--- src/assert_macros.svh ---
// ----------------------------------------------------------------------------
// Assertion macros
// Shared concurrent assertion forms, clocked on clk with arst_n as reset.
// ----------------------------------------------------------------------------
`ifndef ASSERT_MACROS_SVH
`define ASSERT_MACROS_SVH

// Property that must hold at every clock edge outside reset.
`define ASSERT_ALWAYS(label, cond, msg) \
	label: assert property (@(posedge clk) disable iff (!arst_n) (cond)) \
		else $error(msg);

// Implication checked at every clock edge outside reset.
`define ASSERT_IMPLY(label, pre, post, msg) \
	label: assert property (@(posedge clk) disable iff (!arst_n) (pre) |-> (post)) \
		else $error(msg);

// Implication whose consequent is checked in the next cycle.
`define ASSERT_NEXT(label, pre, post, msg) \
	label: assert property (@(posedge clk) disable iff (!arst_n) (pre) |=> (post)) \
		else $error(msg);

`endif

--- src/slu_pkg.sv ---
// ----------------------------------------------------------------------------
// String literal unescaper package
// Types, codes and the escape table shared by the unescaper modules.
// ----------------------------------------------------------------------------
package slu_pkg;

	localparam logic [1:0] STATUS_OK     = 2'd0;
	localparam logic [1:0] STATUS_ESCAPE = 2'd1;
	localparam logic [1:0] STATUS_UTF8   = 2'd2;

	localparam logic [7:0] CHAR_BACKQUOTE = 8'h60;
	localparam logic [7:0] CHAR_BACKSLASH = 8'h5C;

	localparam int FIFO_DEPTH = 4;
	localparam int PTR_W      = $clog2(FIFO_DEPTH);
	localparam int CNT_W      = $clog2(FIFO_DEPTH + 1);

	typedef logic [PTR_W-1:0] ptr_t;
	typedef logic [CNT_W-1:0] cnt_t;

	typedef struct packed {
		logic       after_backslash;
		logic [1:0] utf8_bytes_left;
		logic       raw_mode;
		logic       at_first_byte;
		logic [1:0] error_code;
	} state_t;

	localparam state_t STATE_RESET = '{
		after_backslash: 1'b0,
		utf8_bytes_left: 2'd0,
		raw_mode:        1'b0,
		at_first_byte:   1'b1,
		error_code:      STATUS_OK
	};

	typedef struct packed {
		logic [7:0] out_byte;
		logic       has_byte;
		logic [1:0] status;
		logic       end_of_string;
	} result_t;

	// Escape letter lookup: bit 8 is the hit flag, bits 7:0 the decoded byte.
	function automatic logic [8:0] escape_lookup(input logic [7:0] c);
		logic [8:0] r;
		case (c)
			8'h6E:   r = {1'b1, 8'h0A}; // n
			8'h62:   r = {1'b1, 8'h08}; // b
			8'h61:   r = {1'b1, 8'h07}; // a
			8'h72:   r = {1'b1, 8'h0D}; // r
			8'h27:   r = {1'b1, 8'h27}; // single quote
			8'h5C:   r = {1'b1, 8'h5C}; // backslash
			8'h60:   r = {1'b1, 8'h60}; // backquote
			8'h22:   r = {1'b1, 8'h22}; // double quote
			8'h74:   r = {1'b1, 8'h09}; // t
			8'h30:   r = {1'b1, 8'h00}; // digit zero
			default: r = {1'b0, 8'h00};
		endcase
		return r;
	endfunction

endpackage

--- src/slu_if.sv ---
// ----------------------------------------------------------------------------
// String literal unescaper channels
// Valid/ready channels for input bytes and for decoded results.
// ----------------------------------------------------------------------------
interface slu_in_if;
	logic       valid;
	logic       ready;
	logic [7:0] in_byte;
	logic       is_last;

	modport source (output valid, output in_byte, output is_last, input ready);
	modport sink   (input valid, input in_byte, input is_last, output ready);
endinterface

interface slu_out_if;
	logic       valid;
	logic       ready;
	logic [7:0] out_byte;
	logic       has_byte;
	logic [1:0] status;
	logic       end_of_string;

	modport source (output valid, output out_byte, output has_byte, output status,
		output end_of_string, input ready);
	modport sink   (input valid, input out_byte, input has_byte, input status,
		input end_of_string, output ready);
endinterface

--- src/string_literal_unescaper.sv ---
// Path: an accepted byte is held in the input stage, decoded combinationally
// once the queue has room, and its results are registered in the result queue.
// Throughput: one byte per cycle while the queue can take two results, set by the
// one-result-per-cycle output port; a raw-mode backslash pair yields two results.
// Reset: arst_n clears the decoder state to the start of a new literal and
// empties the input stage and the result queue.
// ----------------------------------------------------------------------------
// String literal unescaper
// Decodes escapes and checks UTF-8 framing in a byte stream of string literals.
// ----------------------------------------------------------------------------
`include "assert_macros.svh"

module string_literal_unescaper (
	input  logic           clk,
	input  logic           arst_n,
	slu_in_if.sink         bytes,
	slu_out_if.source      results
);

	// Input stage: one byte held until the decoder has room to take it.
	logic       valid_s1;
	logic [7:0] byte_s1;
	logic       last_s1;

	// Decoder state carried from byte to byte within a literal.
	slu_pkg::state_t st_q;
	slu_pkg::state_t st_next;

	slu_pkg::result_t res0;
	slu_pkg::result_t res1;
	logic [1:0]       res_cnt;

	// Result queue: a byte may produce two results, while the output side
	// drains at most one per cycle, so results are buffered in a short queue.
	slu_pkg::result_t fifo_q [slu_pkg::FIFO_DEPTH];
	slu_pkg::ptr_t    head_q;
	slu_pkg::ptr_t    tail_q;
	slu_pkg::cnt_t    count_q;

	logic       in_accept;
	logic       pop;
	logic       process;
	logic [1:0] push_cnt;

	// The decoder only advances when the queue can absorb the worst case of
	// two results, independent of whether a result leaves in the same cycle.
	assign process   = valid_s1 &&
		(count_q <= slu_pkg::cnt_t'(slu_pkg::FIFO_DEPTH - 2));
	assign bytes.ready = !valid_s1 || process;
	assign in_accept = bytes.valid && bytes.ready;
	assign pop       = results.valid && results.ready;
	assign push_cnt  = process ? res_cnt : 2'd0;

	slu_decode u_decode (
		.st      (st_q),
		.in_byte (byte_s1),
		.is_last (last_s1),
		.st_next (st_next),
		.res0    (res0),
		.res1    (res1),
		.res_cnt (res_cnt)
	);

	always_ff @(posedge clk or negedge arst_n) begin
		if (!arst_n) begin
			valid_s1 <= 1'b0;
		end else if (in_accept) begin
			valid_s1 <= 1'b1;
		end else if (process) begin
			valid_s1 <= 1'b0;
		end
	end

	always_ff @(posedge clk) begin
		if (in_accept) begin
			byte_s1 <= bytes.in_byte;
			last_s1 <= bytes.is_last;
		end
	end

	always_ff @(posedge clk or negedge arst_n) begin
		if (!arst_n) begin
			st_q <= slu_pkg::STATE_RESET;
		end else if (process) begin
			st_q <= st_next;
		end
	end

	// Queue payload: the first result goes to the tail, a second one right after.
	always_ff @(posedge clk) begin
		if (push_cnt != 2'd0) begin
			fifo_q[tail_q] <= res0;
		end
		if (push_cnt == 2'd2) begin
			fifo_q[slu_pkg::ptr_t'(tail_q + 1'b1)] <= res1;
		end
	end

	always_ff @(posedge clk or negedge arst_n) begin
		if (!arst_n) begin
			head_q  <= '0;
			tail_q  <= '0;
			count_q <= '0;
		end else begin
			if (pop) begin
				head_q <= slu_pkg::ptr_t'(head_q + 1'b1);
			end
			tail_q  <= slu_pkg::ptr_t'(tail_q + slu_pkg::ptr_t'(push_cnt));
			count_q <= count_q + slu_pkg::cnt_t'(push_cnt) - slu_pkg::cnt_t'(pop);
		end
	end

	assign results.valid         = (count_q != '0);
	assign results.out_byte      = fifo_q[head_q].out_byte;
	assign results.has_byte      = fifo_q[head_q].has_byte;
	assign results.status        = fifo_q[head_q].status;
	assign results.end_of_string = fifo_q[head_q].end_of_string;

	// The queue never holds more entries than it has slots.
	`ASSERT_ALWAYS(a_fifo_bound, count_q <= slu_pkg::cnt_t'(slu_pkg::FIFO_DEPTH),
		"result queue overflow")

	// A pending escape and a pending UTF-8 continuation exclude each other.
	`ASSERT_IMPLY(a_state_excl, st_q.utf8_bytes_left != 2'd0, !st_q.after_backslash,
		"backslash pending inside a UTF-8 sequence")

	// A failed literal stays silent until its last byte.
	`ASSERT_IMPLY(a_err_silent,
		process && st_q.error_code != slu_pkg::STATUS_OK && !last_s1, push_cnt == 2'd0,
		"result produced after an error")

	// Decoding the last byte returns the decoder to the start of a literal.
	`ASSERT_NEXT(a_last_reset, process && last_s1, st_q == slu_pkg::STATE_RESET,
		"state not cleared after the last byte")

endmodule

--- src/slu_decode.sv ---
// ----------------------------------------------------------------------------
// String literal unescaper decode step
// Combinational decode of one byte: next state and up to two results.
// ----------------------------------------------------------------------------
module slu_decode (
	input  slu_pkg::state_t  st,
	input  logic [7:0]       in_byte,
	input  logic             is_last,
	output slu_pkg::state_t  st_next,
	output slu_pkg::result_t res0,
	output slu_pkg::result_t res1,
	output logic [1:0]       res_cnt
);

	always_comb begin
		logic             raw;
		logic             pre;
		logic             main_emit;
		logic             plain;
		logic [7:0]       main_byte;
		logic [1:0]       err;
		logic [8:0]       esc;
		logic [1:0]       left_n;
		slu_pkg::result_t second;

		st_next   = st;
		res0      = '0;
		res1      = '0;
		res_cnt   = 2'd0;
		raw       = st.raw_mode;
		pre       = 1'b0;
		main_emit = 1'b0;
		plain     = 1'b1;
		main_byte = in_byte;
		err       = slu_pkg::STATUS_OK;
		esc       = slu_pkg::escape_lookup(in_byte);
		left_n    = st.utf8_bytes_left - 2'd1;
		second    = '0;

		if (st.error_code != slu_pkg::STATUS_OK) begin
			// The literal already failed: stay silent until its last byte.
			if (is_last) begin
				res0.status        = st.error_code;
				res0.end_of_string = 1'b1;
				res_cnt            = 2'd1;
				st_next            = slu_pkg::STATE_RESET;
			end
		end else begin
			if (st.at_first_byte) begin
				raw = (in_byte == slu_pkg::CHAR_BACKQUOTE);
			end
			st_next.raw_mode      = raw;
			st_next.at_first_byte = 1'b0;

			if (st.utf8_bytes_left != 2'd0) begin
				st_next.utf8_bytes_left = left_n;
				if (is_last && left_n != 2'd0) begin
					err = slu_pkg::STATUS_UTF8;
				end else begin
					main_emit = 1'b1;
				end
			end else begin
				if (st.after_backslash) begin
					st_next.after_backslash = 1'b0;
					if (raw && in_byte != slu_pkg::CHAR_BACKQUOTE) begin
						pre = 1'b1;
					end else begin
						plain = 1'b0;
						if (esc[8]) begin
							main_emit = 1'b1;
							main_byte = esc[7:0];
						end else begin
							err = slu_pkg::STATUS_ESCAPE;
						end
					end
				end
				if (plain) begin
					if (in_byte[7]) begin
						if (in_byte[6:5] == 2'b10) begin
							left_n = 2'd1;
						end else if (in_byte[6:4] == 3'b110) begin
							left_n = 2'd2;
						end else if (in_byte[6:3] == 4'b1110) begin
							left_n = 2'd3;
						end else begin
							left_n = 2'd0;
						end
						if (left_n == 2'd0 || is_last) begin
							err = slu_pkg::STATUS_UTF8;
						end else begin
							main_emit               = 1'b1;
							st_next.utf8_bytes_left = left_n;
						end
					end else if (in_byte == slu_pkg::CHAR_BACKSLASH) begin
						if (is_last) begin
							err = slu_pkg::STATUS_ESCAPE;
						end else begin
							st_next.after_backslash = 1'b1;
						end
					end else begin
						main_emit = 1'b1;
					end
				end
			end

			st_next.error_code = err;

			if (main_emit) begin
				second.out_byte = main_byte;
				second.has_byte = 1'b1;
			end else begin
				second.status = err;
			end

			if (pre) begin
				res0.out_byte = slu_pkg::CHAR_BACKSLASH;
				res0.has_byte = 1'b1;
				res1          = second;
			end else begin
				res0 = second;
			end
			res_cnt = {1'b0, pre} + {1'b0, main_emit || (err != slu_pkg::STATUS_OK)};

			if (is_last) begin
				// An empty step on the last byte still closes the literal.
				if (res_cnt == 2'd0) begin
					res0    = '0;
					res_cnt = 2'd1;
				end
				if (res_cnt == 2'd2) begin
					res1.end_of_string = 1'b1;
				end else begin
					res0.end_of_string = 1'b1;
				end
				st_next = slu_pkg::STATE_RESET;
			end
		end
	end

endmodule

--- src/flat_wrapper.sv ---
// flat-port wrapper written by rule: the top's interface ports become plain ports
module string_literal_unescaper_flat 
  (clk, arst_n, bytes_valid, bytes_in_byte, bytes_is_last, bytes_ready, results_valid, results_out_byte, results_has_byte, results_status, results_end_of_string, results_ready);
  slu_in_if bytes_i ();
  slu_out_if results_i ();
  input  logic clk;
  input  logic arst_n;
  input wire logic [$bits(bytes_i.valid)-1:0] bytes_valid;
  input wire logic [$bits(bytes_i.in_byte)-1:0] bytes_in_byte;
  input wire logic [$bits(bytes_i.is_last)-1:0] bytes_is_last;
  output wire logic [$bits(bytes_i.ready)-1:0] bytes_ready;
  output wire logic [$bits(results_i.valid)-1:0] results_valid;
  output wire logic [$bits(results_i.out_byte)-1:0] results_out_byte;
  output wire logic [$bits(results_i.has_byte)-1:0] results_has_byte;
  output wire logic [$bits(results_i.status)-1:0] results_status;
  output wire logic [$bits(results_i.end_of_string)-1:0] results_end_of_string;
  input wire logic [$bits(results_i.ready)-1:0] results_ready;
  assign bytes_i.valid = bytes_valid;
  assign bytes_i.in_byte = bytes_in_byte;
  assign bytes_i.is_last = bytes_is_last;
  assign bytes_ready = bytes_i.ready;
  assign results_valid = results_i.valid;
  assign results_out_byte = results_i.out_byte;
  assign results_has_byte = results_i.has_byte;
  assign results_status = results_i.status;
  assign results_end_of_string = results_i.end_of_string;
  assign results_i.ready = results_ready;
  string_literal_unescaper u_core (.clk(clk), .arst_n(arst_n), .bytes(bytes_i), .results(results_i));
endmodule
--- config.mk ---
export PLATFORM = sky130hd
export DESIGN_NAME = string_literal_unescaper_flat
export DESIGN_NICKNAME = d
export VERILOG_FILES = /design/src/slu_pkg.sv /design/src/slu_if.sv /design/src/string_literal_unescaper.sv /design/src/slu_decode.sv /design/src/flat_wrapper.sv
export VERILOG_INCLUDE_DIRS = /design/src /design/src/src
export SDC_FILE = /design/constraint.sdc
export NUM_CORES = 1
export LEC_CHECK = 0
export BUFFER_PORTS_ARGS = -buffer_cell sky130_fd_sc_hd__buf_4
export CORE_ASPECT_RATIO = 0.6
export CORE_MARGIN = 3
export CORE_UTILIZATION = 25
export DETAILED_ROUTE_END_ITERATION = 7
export SYNTH_ARGS = -nofsm -noshare
export SYNTH_HDL_FRONTEND = slang
export SYNTH_HIERARCHICAL = 1
export SYNTH_SLANG_ARGS = --single-unit
--- constraint.sdc ---
create_clock -name clk -period 4.11 [get_ports clk]
set_input_delay 0.6165 -clock clk [delete_from_list [all_inputs] [get_ports clk]]
set_output_delay 0.6165 -clock clk [all_outputs]
set_load 0.05 [all_outputs]
Word-level counts from Yosys, hierarchy flattened:

Memories as Yosys holds them, arrays and structs flattened.
Index checks and enable logic that the tools add are counted.

* reduce and logical (&&, ||, !) cells: 23
* multiplexer cells: 81
* order comparisons: 1
* equality and inequality tests: 19
* add/sub/neg operators: 7

Operators with widths (number)
* $pmux 9 s10: 1
* $eq 8x7->1 const B: 7
* $mux 2: 25
* $mux 12: 4
* $mux 1: 36
* $mux 9: 4
* $mux 8: 4
* $eq 8x6->1 const B: 3
* $mux 7: 3
* $mux 3: 4
* $reduce_bool 2->1: 6
* $reduce_bool 3->1: 3
* $ne 8x7->1 const B: 1
* $eq 2x2->1 const B: 3
* $logic_and 1x1->1: 5
* $reduce_and 5->1: 1
* $add 2x1->2 const B: 2
* $eq 4x4->1 const B: 1
* $logic_not 2->1: 2
* $ne 2x1->1 const B: 2
* $add 3x2->3: 1
* $eq 3x3->1 const B: 1
* $le 3x2->1 const B: 1
* $logic_or 1x1->1: 3
* other kinds (8): 8

* input bits: 13
* register bits: 24
* output and inout bits: 14
* RAM bits: 48
* memories kept: 1
* logic and storage cells: 143

Memories
* u_core.fifo_q: depth 4, width 12, rd ports 1, clocked after memory_dff 0, write ports 2, RTL line string_literal_unescaper.sv:35 `slu_pkg::result_t fifo_q [slu_pkg::FIFO_DEPTH];`

Longest topological paths before layout:

Gate-level depths: netlist (run 1).

* word-level depth: 31
* gate-level depth with buffers: 18
* gate-level depth less buffers: 17

Cells and area by module:

The synthesis (run 1) kept the hierarchy.

By module, submodules not included
* string_literal_unescaper: cells each 193, seq. area each 2088.3 sq um, times used 1, area an instance 3544.6 sq um
* slu_decode: cells each 145, seq. area each 0.0 sq um, times used 1, area an instance 973.4 sq um

Worst setup path after synthesis (run 1):

Ideal clock, no wire load.

* kind: register -> register
* from: register u_core.byte_s1[7]
* to: register u_core.count_q[2]
* path slack: 0.085 ns
* clock period less this slack: 4.025 ns
* data required time: 4.030 ns
* data arrival time: 3.945 ns
* buffers on the path: 0
* stages on the path, launching flop included: 18
* library setup time: 0.080 ns
* cell sequence: edfxtp_1 > nand4bb_4 > or4_1 > and3_4 > and3_1 > o21ai_1 > nand3_1 > ha_1 > and3_1 > nor2_1 > and3_1 > inv_1 > ha_1 > inv_1 > ha_1 > fa_1 > xnor2_1 > xnor2_1

* longest elaborated chain between the ends: 24
* elaborated cells between the ends (all ways): 53
* those cells by class: add/sub (3); eq/ne (11); mux (35); reduce/logical (4)

RTL lines
* start: declaration: RTL line string_literal_unescaper.sv:22 `logic [7:0] byte_s1;`
* start signal: assignment: RTL line string_literal_unescaper.sv:76 `byte_s1 <= bytes.in_byte;`
* branches (longest 14 deep; another with $pmux 9 s10)
* $add 1x1->2 (*): RTL line slu_decode.sv:122 `res_cnt = {1'b0, pre} + {1'b0, main_emit || (err != slu_pkg::STATUS_OK)};`
* $logic_not 2->1: RTL line slu_decode.sv:126 `if (res_cnt == 2'd0) begin`
* $mux 2: RTL line slu_decode.sv:126
* $mux 2: RTL line slu_decode.sv:124 `if (is_last) begin`
* $mux 2: RTL line slu_decode.sv:40 `if (st.error_code != slu_pkg::STATUS_OK) begin`
* $mux 2 (*): RTL line slu_decode.sv:124
* $mux 2 (*): RTL line slu_decode.sv:40
* via u_core.res_cnt[0]: RTL line string_literal_unescaper.sv:31 `logic [1:0] res_cnt;`
* $mux 2 (*): RTL line string_literal_unescaper.sv:52 `assign push_cnt = process ? res_cnt : 2'd0;`
* $add 3x2->3 (*): RTL line string_literal_unescaper.sv:109 `count_q <= count_q + slu_pkg::cnt_t'(push_cnt) - slu_pkg::cnt_t'(pop);`
* $sub 3x1->3 (*): RTL line string_literal_unescaper.sv:109
* end signal: assignment: RTL line string_literal_unescaper.sv:109
* end: declaration: RTL line string_literal_unescaper.sv:38 `slu_pkg::cnt_t count_q;`

Mark *: on every way through the listed nets, which the timed path passes. The select of a mux whose other input is x is not followed.
A chain may end at the register's enable or synchronous reset.

Final worst setup path (run 1):

* from: register u_core.byte_s1[1]
* to: register u_core.count_q[2]

Same word-level chain as after synthesis.

==> results of run 1 <==
==> report_power, final <==
group	total (mW)	switching (mW)	leakage [nW]	internal [mW]
sequential	1.26	0.197	0.711	1.06
clock	0.779	0.310	0.135	0.468
combinational	1.93	1.03	1.39	0.898
==> cells in the mapped netlist, types with 2 or more instances <==
master    count  share of area [%]
or4b_4        2               0.61
buf_4         3               0.50
o21ai_0      12                1.3
or2_1         2               0.28
or4_1         2               0.33
dfrtp_1      14                7.8
nand3_1       6               0.66
mux2_4       40                 13
buf_6         5                1.2
nand2_1      20                1.7
xor2_1        3               0.58
o21ai_1       2               0.22
xnor2_1       5               0.97
buf_2         7               0.78
inv_1        12                1.0
nor4b_1       3               0.58
or3_1         2               0.28
a21o_1        2               0.33
nand2b_1     10                1.4
clkbuf_1      2               0.17
o31a_1        3               0.58
nand4_2       4                1.1
nor3_1        6               0.66
a21oi_1      12                1.3
mux2i_1       2               0.44
and3_1        4               0.55
nor2b_1       3               0.42
nor2_1       17                1.4
mux4_2       12                6.0
edfxtp_1     57                 38
a41o_1        2               0.44
a211oi_1      2               0.33
mux2_2       16                4.0
and2_1        4               0.55
nand4_1       2               0.28
ha_1          6                1.7
==> timing repair <==
| action | CTS | global route |
|---|---|---|
| resized for setup | 0 | 7 |
| hold endpoints to repair | 0 | 0 |
| setup endpoints to repair | 0 | 1 |
| buffers inserted | 0 | 5 |
==> per-stage QoR <==
step	util, %	instances	setup slack, ns
4_1_cts	31.4	626	0.0839
3_5_place_dp	29.7	610	0.109
6_report	31.7	631	0.189
3_3_place_gp	29.7	610	0.172
2_1_floorplan	-	338	0.0846
5_1_grt	31.7	631	0.0176
==> flip-flops by register name, indices dropped and copies added, names as in the netlist <==
name,count
u_core/valid_s1,1
u_core/st_q,7
u_core/fifo_q,48
u_core/tail_q,2
u_core/byte_s1,8
u_core/count_q,3
u_core/last_s1,1
u_core/head_q,2
==> worst paths after layout <==
kind | startpoint | to | slack, ns | cells past startpoint
max | u_core/byte_s1[1] | u_core/count_q[2] | 0.19 | 18
min | arst_n | u_core/count_q[0] | 0.13 | 1
max reg2reg | u_core/byte_s1[1] | u_core/count_q[2] | 0.19 | 18
min reg2reg | u_core/st_q[3] | u_core/st_q[3] | 0.52 | 1
max in group asynchronous | arst_n | u_core/st_q[2] | 3.73 | 1
min in group clk | bytes_in_byte[4] | u_core/byte_s1[4] | 0.45 | 1
==> final cells by class <==
type / instances / area, um2
Fill cell: 1745 / 11900
Multi-Input combinational cell: 237 / 2300
Sequential cell: 72 / 2090
Timing Repair Buffer: 60 / 504
Tap cell: 234 / 293
Clock buffer: 9 / 225
Clock inverter: 7 / 70.1
Inverter: 12 / 45.0
==> cells in the final DEF, fill, tap and decap left out, types with 2 or more instances in the layout <==
cell        instances
nand4_1             2
and3_4              2
buf_4              55
and3_1              3
or3_1               2
inv_1              12
o21ai_0            12
buf_12              4
and2_1              4
nand4_2             4
a21o_1              2
a21oi_1            12
a211oi_2            2
nand3_1             6
nand2_1            20
ha_1                6
nor2b_1             3
or4b_4              2
dfrtp_1            14
nor4b_1             2
nor2_1             16
clkbuf_16           9
mux2_4             40
nor3_1              6
a41o_1              2
xor2_1              3
xnor2_1             5
clkinvlp_4          3
edfxtp_1           57
mux4_2             12
mux2_2             16
nand2b_1           10
o31a_1              3
mux2i_1             2
or2_1               2
==> layer usage <==
metal / track usage [%] / routed length [um] / vias up
met5: 0 / 0 / -
met4: 3.14 / 139 / 0
met3: 3.61 / 737 / 11
met2: 16.2 / 4470 / 91
met1: 16.6 / 5400 / 1470
li1: - / - / 1404
==> cell families (layout without fill, tap and decap cells) <==
family          Yosys count  in the layout  synth area share (%)
mux                      70             70                  23.7
xor+xnor                  8              8                  1.55
flops                    72             72                  46.2
buf+inv                  29             88                  3.68
fa+ha+maj                 7              7                  2.10
simple gates            101            101                  14.0
compound gates           51             51                  8.78
==> flow_metrics.env, run 1 <==
export IMPL_yosys_warnings=6
export IMPL_worstSetupEndpointType="register"
export IMPL_fin_nets=412
export IMPL_path_max_fanout=8
export IMPL_cp_slowest_cell="edfxtp_1"
export IMPL_drive_above_1_share_pct=43.6
export IMPL_max_freq_mhz=255
export IMPL_powerDensity_nw_per_um2=718
export IMPL_ys_dominant_reg_cell="edfxtp_1"
export IMPL_startpoint_type="register"
export IMPL_clk_pin_slew_ns=0.06
export IMPL_ios=27
export IMPL_critPathTopFamily="adder cells"
export IMPL_start_util_pct=26.0
export IMPL_finalCritPeriodShare_pct=95.4
export IMPL_hold_viol_final=0
export IMPL_worstSetupPathType="reg -> reg"
export IMPL_port_buffers=26
export IMPL_power_total_mw=3.96
export IMPL_finalCriticalPeriod_ns=3.92
export IMPL_cap_violations=0
export IMPL_clock_path_buffers=2
export IMPL_wirelength_mm=10.7
export IMPL_gp_congestion=0.928
export IMPL_path_common_cell="ha_1"
export IMPL_setup_viol=0
export IMPL_outcome="finished clean"
export IMPL_grt_use_total_pct=11.4
export IMPL_drv_slew=0
export IMPL_via_per_inst=4.72
export IMPL_cp_num_buf_inv=3
export IMPL_grt_max_degree=16
export IMPL_first_iter_violations=299
export IMPL_fin_skew_ns=0.00434
export IMPL_drc=0
export IMPL_vias=2976
export IMPL_htree_num_levels=3
export IMPL_synth_seq_cells=72
export IMPL_stdcell_area_um2=5520
export IMPL_die_w_um=180
export IMPL_row_count=37
export IMPL_routedWlPerCell_um=17.0
export IMPL_async_flop_share_pct=20.8
export IMPL_fin_tns_setup_ns=0
export IMPL_first_global_vias=3055
export IMPL_core_area_um2=17400
export IMPL_grt_pass1_wl_mm=17.1
export IMPL_diodes=0
export IMPL_die_h_um=110
export IMPL_ys_seq_area_share_pct=46.2
export IMPL_required_ns=4.37
export IMPL_cts_hold_buf=0
export IMPL_netlist_instances=338
export IMPL_max_stage_delay_ns=0.45
export IMPL_firstDrtPassIters=4
export IMPL_areaGrowthSynthToFinish_pct=22.2
export IMPL_hold_worst_slack_ns=0.128
export IMPL_hpwlAfterDp_mm=7.96
export IMPL_worstPathArrival_ns=4.18
export IMPL_synth_edff_count=57
export IMPL_synth_nets=358
export IMPL_ir_worst_vdd_mv=0.205
export IMPL_avgSynthCellArea_um2=13.4
export IMPL_syn_cell_area_um2=4520
export IMPL_clock_latency_ns=0.34
export IMPL_grt_overflow_total=0
export IMPL_place_area_um2=5160
export IMPL_postRouteAntennaNets=0
export IMPL_grt_antenna_before_repair=0
export IMPL_clock_root_buffer="clkbuf_16"
export IMPL_ys_types=68
export IMPL_crit_chain="buf_4 > nor4bb_1 > a31oi_1 > o31a_1 > and3_1 > o21ai_2 > nand3_1 > ha_1 > a21oi_1 > nor2_2 > and3_4 > inv_1 > ha_1 > inv_1 > ha_1 > fa_2 > xnor2_1 > xnor2_1"
export IMPL_grt_setup_unrepaired="false"
export IMPL_dieArea_um2=19800
export IMPL_cts_sinks=72
export IMPL_numCtsBuffers=9
export IMPL_min_path_type="in -> async"
export IMPL_timing_slew_headroom_pct=35.8
export IMPL_p_leak_nw=2.24
export IMPL_tightestPinTransition_ns=0.963
export IMPL_cts_tree="built"
Power figures use the tool's default switching activity.
==> run 2: changes to the inputs <==
--- a/config.mk
+++ b/config.mk
@@ -7,10 +7,12 @@
 export NUM_CORES = 1
 export LEC_CHECK = 0
 export BUFFER_PORTS_ARGS = -buffer_cell sky130_fd_sc_hd__buf_4
-export CORE_ASPECT_RATIO = 0.6
+export CORE_ASPECT_RATIO = 1.1
 export CORE_MARGIN = 3
-export CORE_UTILIZATION = 25
+export CORE_UTILIZATION = 55
 export DETAILED_ROUTE_END_ITERATION = 7
+export PLACE_DENSITY = 0.76
+export RECOVER_POWER = 50
 export SYNTH_ARGS = -nofsm -noshare
 export SYNTH_HDL_FRONTEND = slang
 export SYNTH_HIERARCHICAL = 1
==> run 2 against run 1 <==
  * Count of clock-buffer cells in the layout is the same
  * Critical path depth fell by 1
  * Total power shrank 6.4%
  * Largest cell class unchanged
  * Utilization increased by 34 points
  * Global-route usage increased by 9.9 points
  * Final area fell by 5.2%
  * Wire length decreased by 12%
  * Maximum frequency up 0.53%
  * Sequential share of layout area increased by 2.1 points
==> flow_metrics.env, run 2 (same netlist as run 1, synthesis figures left out) <==
export IMPL_outcome="finished clean"
export IMPL_use_met3_pct=3.73
export IMPL_p_leak_nw=2.16
export IMPL_drc=0
export IMPL_vias=3010
export IMPL_p_comb_share_pct=49.1
export IMPL_grt_overflow_total=0
export IMPL_diodes=0
export IMPL_clk_pin_slew_ns=0.08
export IMPL_max_freq_mhz=256
export IMPL_clock_latency_ns=0.36
export IMPL_core_area_um2=7960
export IMPL_switchingPower_mw=1.48
export IMPL_worstSetupPathType="reg -> reg"
export IMPL_numCtsBuffers=9
export IMPL_cts_sinks=72
export IMPL_wirelength_mm=9.46
export IMPL_clock_path_buffers=2
export IMPL_max_stage_delay_ns=0.49
export IMPL_startpoint="u_core/byte_s1[6]"
export IMPL_clock_root_buffer="clkbuf_8"
export IMPL_path_common_cell="buf_4"
export IMPL_stdcell_area_um2=5240
export IMPL_finalCriticalPeriod_ns=3.90
export IMPL_htree_num_levels=3
export IMPL_fillers=618
export IMPL_postRouteAntennaNets=0
export IMPL_die_w_um=92.4
export IMPL_layout_commonest_cell="edfxtp_1"
export IMPL_r2r_setup_slack_ns=0.21
export IMPL_hold_viol_final=0
export IMPL_layout_common_cells="57 x edfxtp_1, 41 x buf_4, 40 x mux2_4"
export IMPL_grt_use_total_pct=21.3
export IMPL_reg2reg_depth=17
export IMPL_powerDensity_nw_per_um2=709
export IMPL_switching_share_pct=39.8
export IMPL_grt_pass1_wl_mm=15.1
export IMPL_ir_worst_vdd_mv=0.370
export IMPL_gp_congestion=0.872
export IMPL_path_max_fanout=11
export IMPL_dp_worst_setup_slack_ns=-0.0401
export IMPL_grt_max_degree=16
export IMPL_row_count=34
export IMPL_reg2reg_from="u_core/byte_s1[6]"
export IMPL_regMostFlops="u_core/fifo_q"
export IMPL_cp_slowest_cell="edfxtp_1"
export IMPL_crit_chain="buf_4 > buf_4 > o21ai_0 > o2111ai_1 > o31a_1 > buf_4 > a32oi_4 > nor2_4 > nand3_1 > ha_1 > a21oi_1 > nor2_4 > buf_4 > and2b_2 > nand4_2 > buf_4 > mux2_4"
export IMPL_top_usage_layer="met2"
export IMPL_drv_slew=0
export IMPL_dieArea_um2=9340
export IMPL_cap_violations=0
export IMPL_die_h_um=101
export IMPL_cts_tree="built"
export IMPL_firstDrtPassIters=4
export IMPL_reg_top3="u_core/fifo_q x48, u_core/byte_s1 x8, u_core/st_q x7"
export IMPL_first_iter_violations=186
export IMPL_required_ns=4.22
export IMPL_worst_slack_ns=0.209
export IMPL_worstPathArrival_ns=4.01
export IMPL_grt_antenna_before_repair=0
export IMPL_drive_above_1_share_pct=40.5
export IMPL_startpoint_type="register"
export IMPL_routedWlPerCell_um=18.4
export IMPL_met2_usage_pct=37.6
export IMPL_ios=27
export IMPL_fin_nets=420
export IMPL_areaGrowthSynthToFinish_pct=15.9
export IMPL_fin_skew_ns=0.0107
export IMPL_largest_reg_flops=48
export IMPL_timing_slew_headroom_pct=39.6
export IMPL_cts_hold_buf=0
export IMPL_grtUsageMet1_pct=25.3
export IMPL_finalCritPeriodShare_pct=94.9
export IMPL_start_util_pct=56.8
export IMPL_via_per_inst=5.87
export IMPL_min_path_type="in -> async"
export IMPL_tightestPinTransition_ns=0.907
export IMPL_place_area_um2=4950
export IMPL_fin_cells=513
export IMPL_p_int_mw=2.23
export IMPL_clkPwrFrac_pct=17.3
export IMPL_hpwlAfterDp_mm=6.54
export IMPL_dp_cells=484
export IMPL_worstSetupEndpointType="register"
export IMPL_first_global_vias=3008
export IMPL_hold_worst_slack_ns=0.333
export IMPL_reg2reg_to="u_core/fifo_q[1][1]"
export IMPL_grt_setup_unrepaired="false"
export IMPL_setup_viol=0
export IMPL_p_seq_share_pct=33.6
export IMPL_port_buffers=26
## run 2: changes by cell type in the layout (fill, tap and decap cells not counted), moves of 2 or more
cell,delta
a211oi_2,-2
clkbuf_8,+9
clkbuf_16,-9
clkbuf_4,+9
buf_4,-14
clkbuf_1,+16
a211oi_1,+2
buf_12,-4
clkbuf_2,+2
## run 2: how the worst max path moves through the flow
| stage | slack (ns) | cells after the start | endpoint |
|---|---|---|---|
| after floorplan | 0.08 | 17 | u_core/count_q[2] |
| after global placement | 0.004 | 19 | u_core/count_q[2] |
| after detailed placement | -0.04 | 19 | u_core/count_q[2] |
| after CTS | 0.001 | 17 | u_core/count_q[2] |
| after global routing | 0.004 | 16 | u_core/fifo_q[1][1] |
| final | 0.21 | 17 | u_core/fifo_q[1][1] |
## run 2: critical path, delay by kind of cell (launching register included)
family                   cells  cell delay (ns)
AO/OA/AOI/OAI                5             1.05
multiplexers                 1             0.33
AND/OR/NAND/NOR              5             0.65
buffers and inverters        5             0.89
adder cells (fa/ha/maj)      1             0.22
flip-flops                   1             0.49
## run 2: routing by layer
metal  vias to the layer above  share of wire (%)
li1                       1418                  -
met1                      1485                 40
met2                        86                 53
met3                        21                4.6
met4                         0                2.4
met5                         -                  0
## run 2: metrics by stage
stage	util, %	total power, mW	setup TNS [ns]
floorplan	-	2.66	0
global placement	62.3	3.05	0
detailed placement	62.3	3.12	-0.0401
CTS	65.6	3.78	0
global route	65.8	3.91	0
finish	65.8	3.71	0
## run 2: repair_timing
item                                    CTS  global route
cloned                                    0             0
setup buffers                             5             8
endpoints found under the setup margin    1            28
gates resized for setup                   0             8
pin swaps                                 0             3
## run 2: layout make-up
cell class	count	area, um2	area share, %
tap	108	135	2.58
inverter	12	45.0	0.860
clock inverter	7	104	1.98
multi-input combinational	237	2290	43.8
timing repair buffer	68	445	8.51
sequential	72	2090	39.9
clock buffer	9	124	2.37
## run 2: power groups by stage
| stage | logic, mW | registers (mW) | clock network (mW) |
|---|---|---|---|
| global placement | 1.80 | 1.25 | 0 |
| global route | 1.96 | 1.27 | 0.686 |
| CTS | 1.87 | 1.25 | 0.655 |
| floorplan | 1.50 | 1.16 | 0 |
| detailed placement | 1.84 | 1.27 | 0 |
| finish | 1.82 | 1.25 | 0.643 |
